==> config.mk <==
export PLATFORM = sky130hd
export DESIGN_NAME = iteration_count_colormap_core
export DESIGN_NICKNAME = d
export VERILOG_FILES = /design/src/hw/rtl/icc_pkg.sv /design/src/hw/rtl/iteration_count_colormap_core.sv
export VERILOG_INCLUDE_DIRS = /design/src /design/src/hw/rtl
export SDC_FILE = /design/constraint.sdc
export NUM_CORES = 2
export LEC_CHECK = 0
export BUFFER_PORTS_ARGS = -buffer_cell sky130_fd_sc_hd__buf_2
export CAP_MARGIN = 20
export CELL_PAD_IN_SITES_DETAIL_PLACEMENT = 0
export CELL_PAD_IN_SITES_GLOBAL_PLACEMENT = 1
export CORE_UTILIZATION = 38
export CTS_CLUSTER_SIZE = 25
export DETAILED_ROUTE_END_ITERATION = 10
export PLACE_DENSITY_LB_ADDON = 0.1
export REMOVE_ABC_BUFFERS = 1
export SLEW_MARGIN = 10
export SYNTH_ARGS = -nofsm -noshare
export SYNTH_HDL_FRONTEND = slang
export SYNTH_SLANG_ARGS = --single-unit
==> constraint.sdc <==
create_clock -name clk -period 8.68 [get_ports clk]
set_input_delay 1.736 -clock clk [delete_from_list [all_inputs] [get_ports clk]]
set_output_delay 1.736 -clock clk [all_outputs]
set_load 0.02 [all_outputs]
==> src/hw/rtl/iteration_count_colormap_core_macros.svh <==
// ----------------------------------------------------------------------------
// Colormap assertion macros
// Concurrent assertion wrappers, dropped entirely for synthesis.
// ----------------------------------------------------------------------------
`ifndef ITERATION_COUNT_COLORMAP_CORE_MACROS_SVH
`define ITERATION_COUNT_COLORMAP_CORE_MACROS_SVH

`ifndef SYNTHESIS

// same-cycle implication
`define ICC_ASSERT_IMPL(label, clk, rst, pre, post) \
  label: assert property (@(posedge clk) disable iff (rst) (pre) |-> (post)) \
    else $error("colormap assertion failed");

// next-cycle implication
`define ICC_ASSERT_NEXT(label, clk, rst, pre, post) \
  label: assert property (@(posedge clk) disable iff (rst) (pre) |=> (post)) \
    else $error("colormap assertion failed");

`else

`define ICC_ASSERT_IMPL(label, clk, rst, pre, post)
`define ICC_ASSERT_NEXT(label, clk, rst, pre, post)

`endif

`endif

==> src/hw/rtl/icc_pkg.sv <==
`timescale 1ns / 1ps
// ----------------------------------------------------------------------------
// Colormap package
// Widths, palette constants, register indexes and small helpers.
// ----------------------------------------------------------------------------
package icc_pkg;

  // iteration range; ITER_LIMIT is a power of two, so the divide is a shift
  localparam int ITER_LIMIT = 256;
  localparam int ITER_W   = $clog2(ITER_LIMIT);  // width of an in-range count
  localparam int CNT_W    = 9;    // input count width

  // hue position: count * 6 * 2^16 / ITER_LIMIT, 16 fraction bits
  localparam int FRAC_W    = 16;
  localparam int HUE_W     = 19;
  localparam int HUE_SCALE = 6 * 65536;
  localparam int HUE_PROD_W = ITER_W + HUE_W;

  // grey-mode channel scales and Q16 luma weights
  localparam int K_RED    = 200;
  localparam int K_GREEN  = 150;
  localparam int K_BLUE   = 255;
  localparam int LUMA_R   = 19595;
  localparam int LUMA_G   = 38470;
  localparam int LUMA_B   = 7471;

  localparam logic [31:0] INSIDE_RAINBOW = 32'h0038A8FF;
  localparam logic [31:0] INSIDE_GREY    = 32'hFFFFFFFF;
  localparam logic [7:0]  GREY_ALPHA     = 8'hFF;
  localparam logic [7:0]  CHAN_FULL      = 8'hFF;

  // configuration port
  localparam int CFG_IDX_W  = 3;
  localparam int CFG_DATA_W = 8;

  typedef enum logic [CFG_IDX_W-1:0] {
    REG_GREY_MODE   = 3'd0,
    REG_ALPHA_VALUE = 3'd1,
    REG_RED_GAIN    = 3'd2,
    REG_GREEN_GAIN  = 3'd3,
    REG_BLUE_GAIN   = 3'd4
  } cfg_reg_t;

  localparam logic [7:0] ALPHA_RESET = 8'hFF;
  localparam logic [7:0] GAIN_RESET  = 8'd1;

  // v mod 255 for v < 65026: byte sum then one conditional subtract
  function automatic logic [7:0] mod255(input logic [15:0] v);
    logic [8:0] s;
    s = 9'(v[15:8]) + 9'(v[7:0]);
    if (s >= 9'd255) begin
      s = s - 9'd255;
    end
    return s[7:0];
  endfunction

  // ramp byte of one hue sector; odd sectors fall
  function automatic logic [7:0] hue_ramp(input logic odd, input logic [FRAC_W-1:0] f);
    logic [FRAC_W:0] t;
    logic [23:0]     prod;
    t    = odd ? (17'h10000 - 17'(f)) : 17'(f);
    prod = 24'(t) * 24'd255;
    return prod[23:16];
  endfunction

endpackage

==> src/hw/rtl/iteration_count_colormap_core.sv <==
`timescale 1ns / 1ps
// ----------------------------------------------------------------------------
// Iteration count colormap core
// Maps an escape-iteration count to a packed RGBA pixel (rainbow or grey).
// ----------------------------------------------------------------------------
//
//  channel  | handshake           | payload
//  ---------+---------------------+------------------------------------
//  in       | in_valid / in_stall | iteration_count [8:0]
//  out      | out_valid/out_stall | pixel_rgba [31:0] (R,G,B,A high->low)
//  cfg      | cfg_valid/cfg_ready | cfg_index [2:0], cfg_data [7:0]
//
// Four register stages, one count per cycle sustained while out is not
// stalled; pixel_rgba is registered in the fourth stage. Depth is set by
// the gain, K and luma multiplies. Each stage holds its own valid bit and
// fills its bubbles, so a stall on out backs up stage by stage; in_stall
// rises only when every stage is full and out is stalled. Synchronous reset
// clears valid bits and the configuration registers to their defaults.
// cfg_ready is always high; writes are expected only while the pipe is
// empty.

`include "iteration_count_colormap_core_macros.svh"

module iteration_count_colormap_core (
  input  logic                               clk,
  input  logic                               rst,
  // count input
  input  logic                               in_valid,
  output logic                               in_stall,
  input  logic [icc_pkg::CNT_W-1:0]          iteration_count,
  // pixel output
  output logic                               out_valid,
  input  logic                               out_stall,
  output logic [31:0]                        pixel_rgba,
  // register writes
  input  logic                               cfg_valid,
  output logic                               cfg_ready,
  input  logic [icc_pkg::CFG_IDX_W-1:0]      cfg_index,
  input  logic [icc_pkg::CFG_DATA_W-1:0]     cfg_data
);

  // --------------------------------------------------------------------------
  // Configuration registers
  // --------------------------------------------------------------------------
  logic       grey_mode;
  logic [7:0] alpha_value;
  logic [7:0] red_gain;
  logic [7:0] green_gain;
  logic [7:0] blue_gain;

  assign cfg_ready = 1'b1;

  always_ff @(posedge clk) begin
    if (rst) begin
      grey_mode   <= 1'b0;
      alpha_value <= icc_pkg::ALPHA_RESET;
      red_gain    <= icc_pkg::GAIN_RESET;
      green_gain  <= icc_pkg::GAIN_RESET;
      blue_gain   <= icc_pkg::GAIN_RESET;
    end else if (cfg_valid && cfg_ready) begin
      case (cfg_index)
        icc_pkg::REG_GREY_MODE:   grey_mode   <= cfg_data[0];
        icc_pkg::REG_ALPHA_VALUE: alpha_value <= cfg_data;
        icc_pkg::REG_RED_GAIN:    red_gain    <= cfg_data;
        icc_pkg::REG_GREEN_GAIN:  green_gain  <= cfg_data;
        icc_pkg::REG_BLUE_GAIN:   blue_gain   <= cfg_data;
        default: ;  // unmapped index: write dropped
      endcase
    end
  end

  // --------------------------------------------------------------------------
  // Pipeline flow control: a stage loads when empty or when it drains
  // --------------------------------------------------------------------------
  logic s1_valid, s2_valid, s3_valid;
  logic s1_ready, s2_ready, s3_ready, out_ready;

  assign out_ready = !out_valid || !out_stall;
  assign s3_ready  = !s3_valid  || out_ready;
  assign s2_ready  = !s2_valid  || s3_ready;
  assign s1_ready  = !s1_valid  || s2_ready;
  assign in_stall  = !s1_ready;

  always_ff @(posedge clk) begin
    if (rst) begin
      s1_valid  <= 1'b0;
      s2_valid  <= 1'b0;
      s3_valid  <= 1'b0;
      out_valid <= 1'b0;
    end else begin
      if (s1_ready)  s1_valid  <= in_valid;
      if (s2_ready)  s2_valid  <= s1_valid;
      if (s3_ready)  s3_valid  <= s2_valid;
      if (out_ready) out_valid <= s3_valid;
    end
  end

  // --------------------------------------------------------------------------
  // Stage 1: inside-set test, gain * count, hue position
  // --------------------------------------------------------------------------
  logic [icc_pkg::ITER_W-1:0]      cnt_lo;
  logic                            cnt_inside;
  logic [icc_pkg::HUE_PROD_W-1:0]  hue_scaled;
  logic [icc_pkg::HUE_W-1:0]       hue_pos;

  assign cnt_lo     = iteration_count[icc_pkg::ITER_W-1:0];
  assign cnt_inside = 32'(iteration_count) >= 32'(icc_pkg::ITER_LIMIT);
  assign hue_scaled = icc_pkg::HUE_PROD_W'(cnt_lo)
                    * icc_pkg::HUE_PROD_W'(icc_pkg::HUE_SCALE);
  // divide by ITER_LIMIT (power of two)
  assign hue_pos    = icc_pkg::HUE_W'(hue_scaled >> icc_pkg::ITER_W);

  logic                         s1_inside;
  logic [15:0]                  s1_pr, s1_pg, s1_pb;
  logic [2:0]                   s1_sector;
  logic [icc_pkg::FRAC_W-1:0]   s1_frac;

  always_ff @(posedge clk) begin
    if (s1_ready && in_valid) begin
      s1_inside <= cnt_inside;
      s1_pr     <= 16'(red_gain)   * 16'(cnt_lo);
      s1_pg     <= 16'(green_gain) * 16'(cnt_lo);
      s1_pb     <= 16'(blue_gain)  * 16'(cnt_lo);
      s1_sector <= hue_pos[icc_pkg::HUE_W-1:icc_pkg::FRAC_W];
      s1_frac   <= hue_pos[icc_pkg::FRAC_W-1:0];
    end
  end

  // --------------------------------------------------------------------------
  // Stage 2: scale by K, divide by ITER_LIMIT, mod 255; hue ramp byte
  // --------------------------------------------------------------------------
  logic [23:0] kr_prod, kg_prod, kb_prod;

  assign kr_prod = 24'(s1_pr) * 24'(icc_pkg::K_RED);
  assign kg_prod = 24'(s1_pg) * 24'(icc_pkg::K_GREEN);
  assign kb_prod = 24'(s1_pb) * 24'(icc_pkg::K_BLUE);

  logic       s2_inside;
  logic [7:0] s2_r, s2_g, s2_b;
  logic [2:0] s2_sector;
  logic [7:0] s2_x;

  always_ff @(posedge clk) begin
    if (s2_ready && s1_valid) begin
      s2_inside <= s1_inside;
      s2_r      <= icc_pkg::mod255(16'(kr_prod >> icc_pkg::ITER_W));
      s2_g      <= icc_pkg::mod255(16'(kg_prod >> icc_pkg::ITER_W));
      s2_b      <= icc_pkg::mod255(16'(kb_prod >> icc_pkg::ITER_W));
      s2_sector <= s1_sector;
      s2_x      <= icc_pkg::hue_ramp(s1_sector[0], s1_frac);
    end
  end

  // --------------------------------------------------------------------------
  // Stage 3: luma weight products; rainbow sector mapping
  // --------------------------------------------------------------------------
  logic [23:0] rgb_rainbow;

  always_comb begin
    case (s2_sector)
      3'd0:    rgb_rainbow = {icc_pkg::CHAN_FULL, s2_x, 8'h00};
      3'd1:    rgb_rainbow = {s2_x, icc_pkg::CHAN_FULL, 8'h00};
      3'd2:    rgb_rainbow = {8'h00, icc_pkg::CHAN_FULL, s2_x};
      3'd3:    rgb_rainbow = {8'h00, s2_x, icc_pkg::CHAN_FULL};
      3'd4:    rgb_rainbow = {s2_x, 8'h00, icc_pkg::CHAN_FULL};
      default: rgb_rainbow = {icc_pkg::CHAN_FULL, 8'h00, s2_x};
    endcase
  end

  logic        s3_inside;
  logic [23:0] s3_wr, s3_wg, s3_wb;
  logic [23:0] s3_rgb;

  always_ff @(posedge clk) begin
    if (s3_ready && s2_valid) begin
      s3_inside <= s2_inside;
      s3_wr     <= 24'(s2_r) * 24'(icc_pkg::LUMA_R);
      s3_wg     <= 24'(s2_g) * 24'(icc_pkg::LUMA_G);
      s3_wb     <= 24'(s2_b) * 24'(icc_pkg::LUMA_B);
      s3_rgb    <= rgb_rainbow;
    end
  end

  // --------------------------------------------------------------------------
  // Stage 4: luma sum and pixel select into the output register
  // --------------------------------------------------------------------------
  logic [24:0] luma_sum;
  logic [7:0]  luma;
  logic [31:0] pixel_next;

  assign luma_sum = 25'(s3_wr) + 25'(s3_wg) + 25'(s3_wb);
  assign luma     = 8'(luma_sum >> 16);

  always_comb begin
    if (s3_inside) begin
      pixel_next = grey_mode ? icc_pkg::INSIDE_GREY : icc_pkg::INSIDE_RAINBOW;
    end else if (grey_mode) begin
      pixel_next = {luma, luma, luma, icc_pkg::GREY_ALPHA};
    end else begin
      pixel_next = {s3_rgb, alpha_value};
    end
  end

  always_ff @(posedge clk) begin
    if (out_ready && s3_valid) begin
      pixel_rgba <= pixel_next;
    end
  end

  // --------------------------------------------------------------------------
  // Assertions
  // --------------------------------------------------------------------------
  // input back-pressure only when the whole pipe is full
  `ICC_ASSERT_IMPL(a_stall_only_full, clk, rst, in_stall, s1_valid && s2_valid && s3_valid && out_valid)
  // reduced grey channels are below 255
  `ICC_ASSERT_IMPL(a_mod255_range, clk, rst, s2_valid, s2_r != 8'hFF && s2_g != 8'hFF && s2_b != 8'hFF)
  // fully saturated hue: one channel is always full
  `ICC_ASSERT_IMPL(a_hue_has_full, clk, rst, s3_valid && !s3_inside, s3_rgb[23:16] == 8'hFF || s3_rgb[15:8] == 8'hFF || s3_rgb[7:0] == 8'hFF)

endmodule

# After elaboration in Yosys (flattened, before gate mapping)

Index checks and enable logic that the tools add are counted.
W data, S select, Z words.

Register bits after elaboration: 256
Bits of input ports: 25
Output and inout port bits: 35
Word-level logic and storage cells: 88

$add $sub $neg: 9
$mul: 11
$lt $le $gt $ge: 4
Equal/unequal tests: 8
Muxes and demuxes: 8
Reduce and logical (&&, ||, !) cells: 21

Operators by type and width:

| kind                     | number |
|---|---|
| $pmux W24 S5             | 1 |
| $mux W32                 | 3 |
| $mul A8 B8 Y16           | 3 |
| $mul A8 B15 Y23 const B  | 2 |
| $add A8 B8 Y9            | 3 |
| $ge A9 B8 Y1 const B     | 3 |
| $add A23 B24 Y24         | 1 |
| $add A24 B21 Y24         | 1 |
| $mul A16 B8 Y24 const B  | 1 |
| $mul A17 B8 Y24 const B  | 1 |
| $mux W8                  | 3 |
| $sub A8 B8 Y8 const B    | 3 |
| $mul A16 B7 Y23 const B  | 1 |
| $mul A16 B5 Y21 const B  | 1 |
| $mul A8 B13 Y21 const B  | 1 |
| $mux W17                 | 1 |
| $sub A17 B16 Y17 const A | 1 |
| $eq A3 B2 Y1 const B     | 4 |
| $mul A8 B2 Y10 const B   | 1 |
| $reduce_and A2 Y1        | 5 |
| $ge A9 B9 Y1 const B     | 1 |
| $eq A3 B1 Y1 const B     | 2 |
| $eq A3 B3 Y1 const B     | 2 |
| $logic_not A1 Y1         | 6 |
| other kinds (3)          | 10 |

# Depth between registers and ports, before layout

Depth in word-level cells: 6
Gate-level depth with buffers: 26
Gate-level depth less buffers: 26

# Worst setup path after synthesis

No wires, ideal clock.

Path type: register to register
Start point: register s1_pb[7]
End point: register s2_b[1], data pin
Setup time: 0.260 ns
Arrival time: 6.922 ns
Data required time: 8.420 ns
Setup slack: 1.498 ns
Cell stages (with the launch flop): 25
Buffers on the path: 0
Clock period less this slack: 7.182 ns
Cell sequence: edfxtp_1 fa_1 inv_1 fa_1 inv_1 fa_1 inv_1 fa_1 inv_1 ha_1 or3_1 o221a_2 o2111ai_1 o211ai_1 o41ai_1 xnor2_1 ha_1 fa_1 a21oi_2 o21bai_2 a211o_1 and2_4 a2111o_1 o41ai_4 mux2_2

Longest elaborated chain between the ends: 4
Elaborated cells between the ends (all ways): 5
Classes of those cells: 2 x add/sub; 1 x mul; 1 x order compare; 1 x mux

Ends and longest elaborated chain:

| item                                          | RTL line                             | source |
|---|---|---|
| start: declaration                            | iteration_count_colormap_core.sv:114 | `logic [15:0] s1_pr, s1_pg, s1_pb;` |
| start signal: assignment                      | iteration_count_colormap_core.sv:123 | `s1_pb <= 16'(blue_gain) * 16'(cnt_lo);` |
| $mul A16 B8 Y24 (*)                           | iteration_count_colormap_core.sv:136 | `assign kb_prod = 24'(s1_pb) * 24'(icc_pkg::K_BLUE);` |
| $add A8 B8 Y9 (*)                             | icc_pkg.sv:50                        | `s = 9'(v[15:8]) + 9'(v[7:0]);` |
| $sub A8 B8 Y8 or $ge A9 B8 Y1 (tied branches) | icc_pkg.sv:52, icc_pkg.sv:51         |  |
| $mux W8 (*)                                   | icc_pkg.sv:51                        | `if (s >= 9'd255) begin` |
| end signal: assignment                        | iteration_count_colormap_core.sv:148 | `s2_b <= icc_pkg::mod255(16'(kb_prod >> icc_pkg::ITER_W));` |
| end: declaration                              | iteration_count_colormap_core.sv:139 | `logic [7:0] s2_r, s2_g, s2_b;` |

Every way passes the cells marked *; elsewhere a longest branch is shown, timed or not.
A chain may end at the register's enable or synchronous reset.

# Worst setup path in the final report

Same ends and word-level chain as after synthesis.

==> flow_metrics.env <==
export IMPL_antenna_found_initial=2
export IMPL_synth_distinct_cells=72
export IMPL_syn_inst=3065
export IMPL_max_stage_delay_ns=0.59
export IMPL_cts_tree="done"
export IMPL_yosysSeqAreaShare_pct=23.8
export IMPL_synthToLayoutAreaGrowth_pct=8.62
export IMPL_ys_async_sr_fraction_pct=0
export IMPL_hold_viol=0
export IMPL_crit_path_cell_trace="fa_1 -> inv_1 -> fa_1 -> inv_1 -> fa_1 -> inv_1 -> fa_1 -> inv_1 -> ha_1 -> or3_1 -> o221a_2 -> o2111ai_1 -> o211ai_1 -> o41ai_1 -> xnor2_1 -> ha_1 -> fa_1 -> a21oi_2 -> o21bai_2 -> a211o_1 -> and2_4 -> a2111o_1 -> o41ai_4 -> mux2_2"
export IMPL_yosys_area_share_simple_pct=10.6
export IMPL_hp_class="reg -> reg"
export IMPL_fill_cells=7715
export IMPL_place_gp_congestion=0.819
export IMPL_final_common_cell="inv_1"
export IMPL_synth_top_area_share_pct=21.7
export IMPL_r2r_cells=24
export IMPL_avgSynthCellArea_um2=10.0
export IMPL_initial_core_util_pct=38.6
export IMPL_cts_buffer_depth=3
export IMPL_r2r_slack_ns=1.04
export IMPL_finalClockSkew_ns=0.0242
export IMPL_post_cts_resized=0
export IMPL_place_hpwl_um=54200
export IMPL_rr_startpoint="s1_pb[7]"
export IMPL_synth_xor_area_share_pct=4.56
export IMPL_clk_pin_slew_ns=0.06
export IMPL_rows=103
export IMPL_grt_start_max_net_pins=60
export IMPL_io_buffers=58
export IMPL_max_freq_ghz=0.131
export IMPL_ys_warn_count=0
export IMPL_grtUsageTotal_pct=16.3
export IMPL_required_ns=9.03
export IMPL_end_kind="flip-flop"
export IMPL_synthFlopType="edfxtp_1"
export IMPL_drive_above_1_share_pct=5.00
export IMPL_crit_slowest_cell="fa_1"
export IMPL_crit_buf_inv=4
export IMPL_synth_fa_ha_area_share_pct=42.9
export IMPL_post_cts_buffers=0
export IMPL_hp_start="s1_inside"
export IMPL_coreArea_mm2=0.0795
export IMPL_use_met2_pct=27.6
export IMPL_crit_fanout=8
export IMPL_cap_violations=0
export IMPL_vias_per_cell=4.87
export IMPL_layout_common_cells="587 x inv_1, 532 x ha_1, 325 x fa_1"
export IMPL_remaining_drc_errors=0
export IMPL_hold_buffers=0
export IMPL_crit_type="reg -> reg"
export IMPL_grt_busiest_layer="met2"
export IMPL_dieArea_mm2=0.0819
export IMPL_fin_crit_sh_pct=88.1
export IMPL_synth_seq_cells=256
export IMPL_grt_pass1_wl_um=109000
export IMPL_min_period_ns=7.64
export IMPL_die_y_um=286
export IMPL_final_nets=3996
export IMPL_cts_sinks=256
export IMPL_postRouteAntennaNets=0
export IMPL_die_w_um=286
export IMPL_h_tree_depth=1
export IMPL_synthMuxAreaShare_pct=0.273
export IMPL_clk_latency_ns=0.60
export IMPL_dr_pass1_iters=5
export IMPL_vias=20400
export IMPL_seq_area_mm2=0.00732
export IMPL_worstPathArrival_ns=7.99
export IMPL_finalSetupViolations=0
export IMPL_dr_first_iter_drc_count=728
export IMPL_use_met1_pct=22.8
export IMPL_rsz0062_at_grt="no"
export IMPL_holdPathEnd="s2_inside"
export IMPL_synth_compound_area_share_pct=10.0
export IMPL_synth_top_family_by_area="adder cells"
export IMPL_cts_root_buf="clkbuf_16"
export IMPL_outcome="finished clean"
export IMPL_grt_pass1_vias=21500
export IMPL_min_path_cells=0
export IMPL_tns_ns=0
export IMPL_maxSlewViolCount=0
export IMPL_max_slew_margin_pct=31.5
export IMPL_synth_edff_count=219
export IMPL_max_slew_worst_pin_slew_ns=1.02
export IMPL_multiInputGateArea_mm2=0.0210
export IMPL_wl_per_cell_um=15.5
export IMPL_numCtsBuffers=31
export IMPL_startpoint_type="flip-flop"
export IMPL_grt_util_met3_pct=1.43
export IMPL_critPathMostFrequentCell="fa_1"
export IMPL_wl_um=65100
export IMPL_rr_endpoint="s2_b[1]"
export IMPL_syn_area_mm2=0.0307
export IMPL_io_pin_count=60
export IMPL_grt_overflow=0
export IMPL_synth_top_area_cell="ha_1"
export IMPL_path_delay_family="adder cells"
export IMPL_synth_area_leaders="ha_1 22%, edfxtp_1 21%, fa_1 21%, inv_1 7.2%, xnor2_1 3.3%"
[per-layer routing]
layer / vias to the layer above / wire [um] / part of all wire (%)
met5: - / 0 / 0
met4: 0 / 1040 / 1.6
met3: 59 / 1850 / 2.8
met2: 197 / 30200 / 46
met1: 9857 / 32000 / 49
li1: 10300 / - / -
[area by class of cell]
class	count	area share [%]
clock inverter	20	0.709
inverter	587	6.61
sequential	256	21.9
multi-input combinational	2171	63.1
antenna	1	0.00750
timing repair buffer	67	1.11
clock buffer	38	2.62
tap	1050	3.94
[worst reg2reg max path, stage by stage (launching register included)]
cell,delay [ns]
edfxtp_1,0.52
fa_1,0.59
inv_1,0.08
fa_1,0.53
inv_1,0.05
fa_1,0.52
inv_1,0.05
fa_1,0.52
inv_1,0.04
ha_1,0.21
or3_1,0.38
o221a_2,0.26
o2111ai_1,0.18
o211ai_1,0.18
o41ai_1,0.50
xnor2_1,0.14
ha_1,0.23
fa_1,0.41
a21oi_2,0.16
o21bai_2,0.10
a211o_1,0.32
and2_4,0.14
a2111o_1,0.38
o41ai_4,0.51
mux2_2,0.39
[cells in the mapped netlist (all sizes together) (6+ instances only)]
cell type / instances
inv: 587
nor4: 6
dfxtp: 37
or3: 23
a211oi: 14
nand4: 8
o31ai: 13
edfxtp: 219
nand2: 217
and2: 111
nand2b: 17
o21a: 28
a31oi: 12
o22a: 9
nand3: 41
nor2: 129
ha: 532
o311ai: 6
a211o: 12
clkbuf: 47
fa: 325
nor3: 44
o21bai: 18
o41ai: 6
a21boi: 13
xnor2: 117
a41oi: 7
nand3b: 6
and3: 17
or2: 11
o211ai: 10
a21oi: 163
o21ai: 93
nor2b: 32
a21o: 31
xor2: 43
[flip-flops by register name, summed over array words and instances (netlist names), 16 cells and up]
| name | count |
|---|---|
| pixel_rgba | 32 |
| s3_rgb | 24 |
| s3_wg | 23 |
| s3_wr | 23 |
| s3_wb | 21 |
| s1_pb | 16 |
| s1_pg | 16 |
| s1_pr | 16 |
[metrics by stage]
step	cells	cell area [um^2]	setup slack (ns)	utilization (%)	hold WS (ns)
4_1_cts	4188	33300	1.03	41.9	0.421
2_1_floorplan	3014	30500	1.50	-	0.400
6_report	4190	33400	1.04	41.9	0.419
5_1_grt	4189	33300	0.655	41.9	0.431
3_5_place_dp	4130	32200	1.04	40.5	0.408
3_3_place_gp	4129	32200	1.08	40.5	0.410
[logic make-up (layout without fill, tap and decap cells)]
| kind of cell | count (synthesis) | after routing |
|---|---|---|
| and+or+nand+nor | 672 | 672 |
| DFF | 256 | 256 |
| xor gates and xnor gates | 160 | 160 |
| other | 1 | 2 |
| adders and majority gates | 857 | 857 |
| AOI/OAI and AO/OA | 473 | 473 |
| buffers and inverters | 638 | 712 |
| muxes | 8 | 8 |
[how the worst max path moves through the flow]
stage	from	endpoint	slack, ns	depth (start not counted)
2_1_floorplan	s1_pb[7]	s2_b[1]	1.50	24
3_3_place_gp	s1_pb[7]	s2_b[1]	1.08	24
3_5_place_dp	s1_pb[7]	s2_b[1]	1.04	24
4_1_cts	s1_pb[7]	s2_b[1]	1.03	24
5_1_grt	s1_pb[7]	s2_b[1]	0.66	24
6_report	s1_pb[7]	s2_b[1]	1.04	24
Power is not shown: default switching activity piles up to over one toggle a cycle in this logic, so the estimate is an artifact.
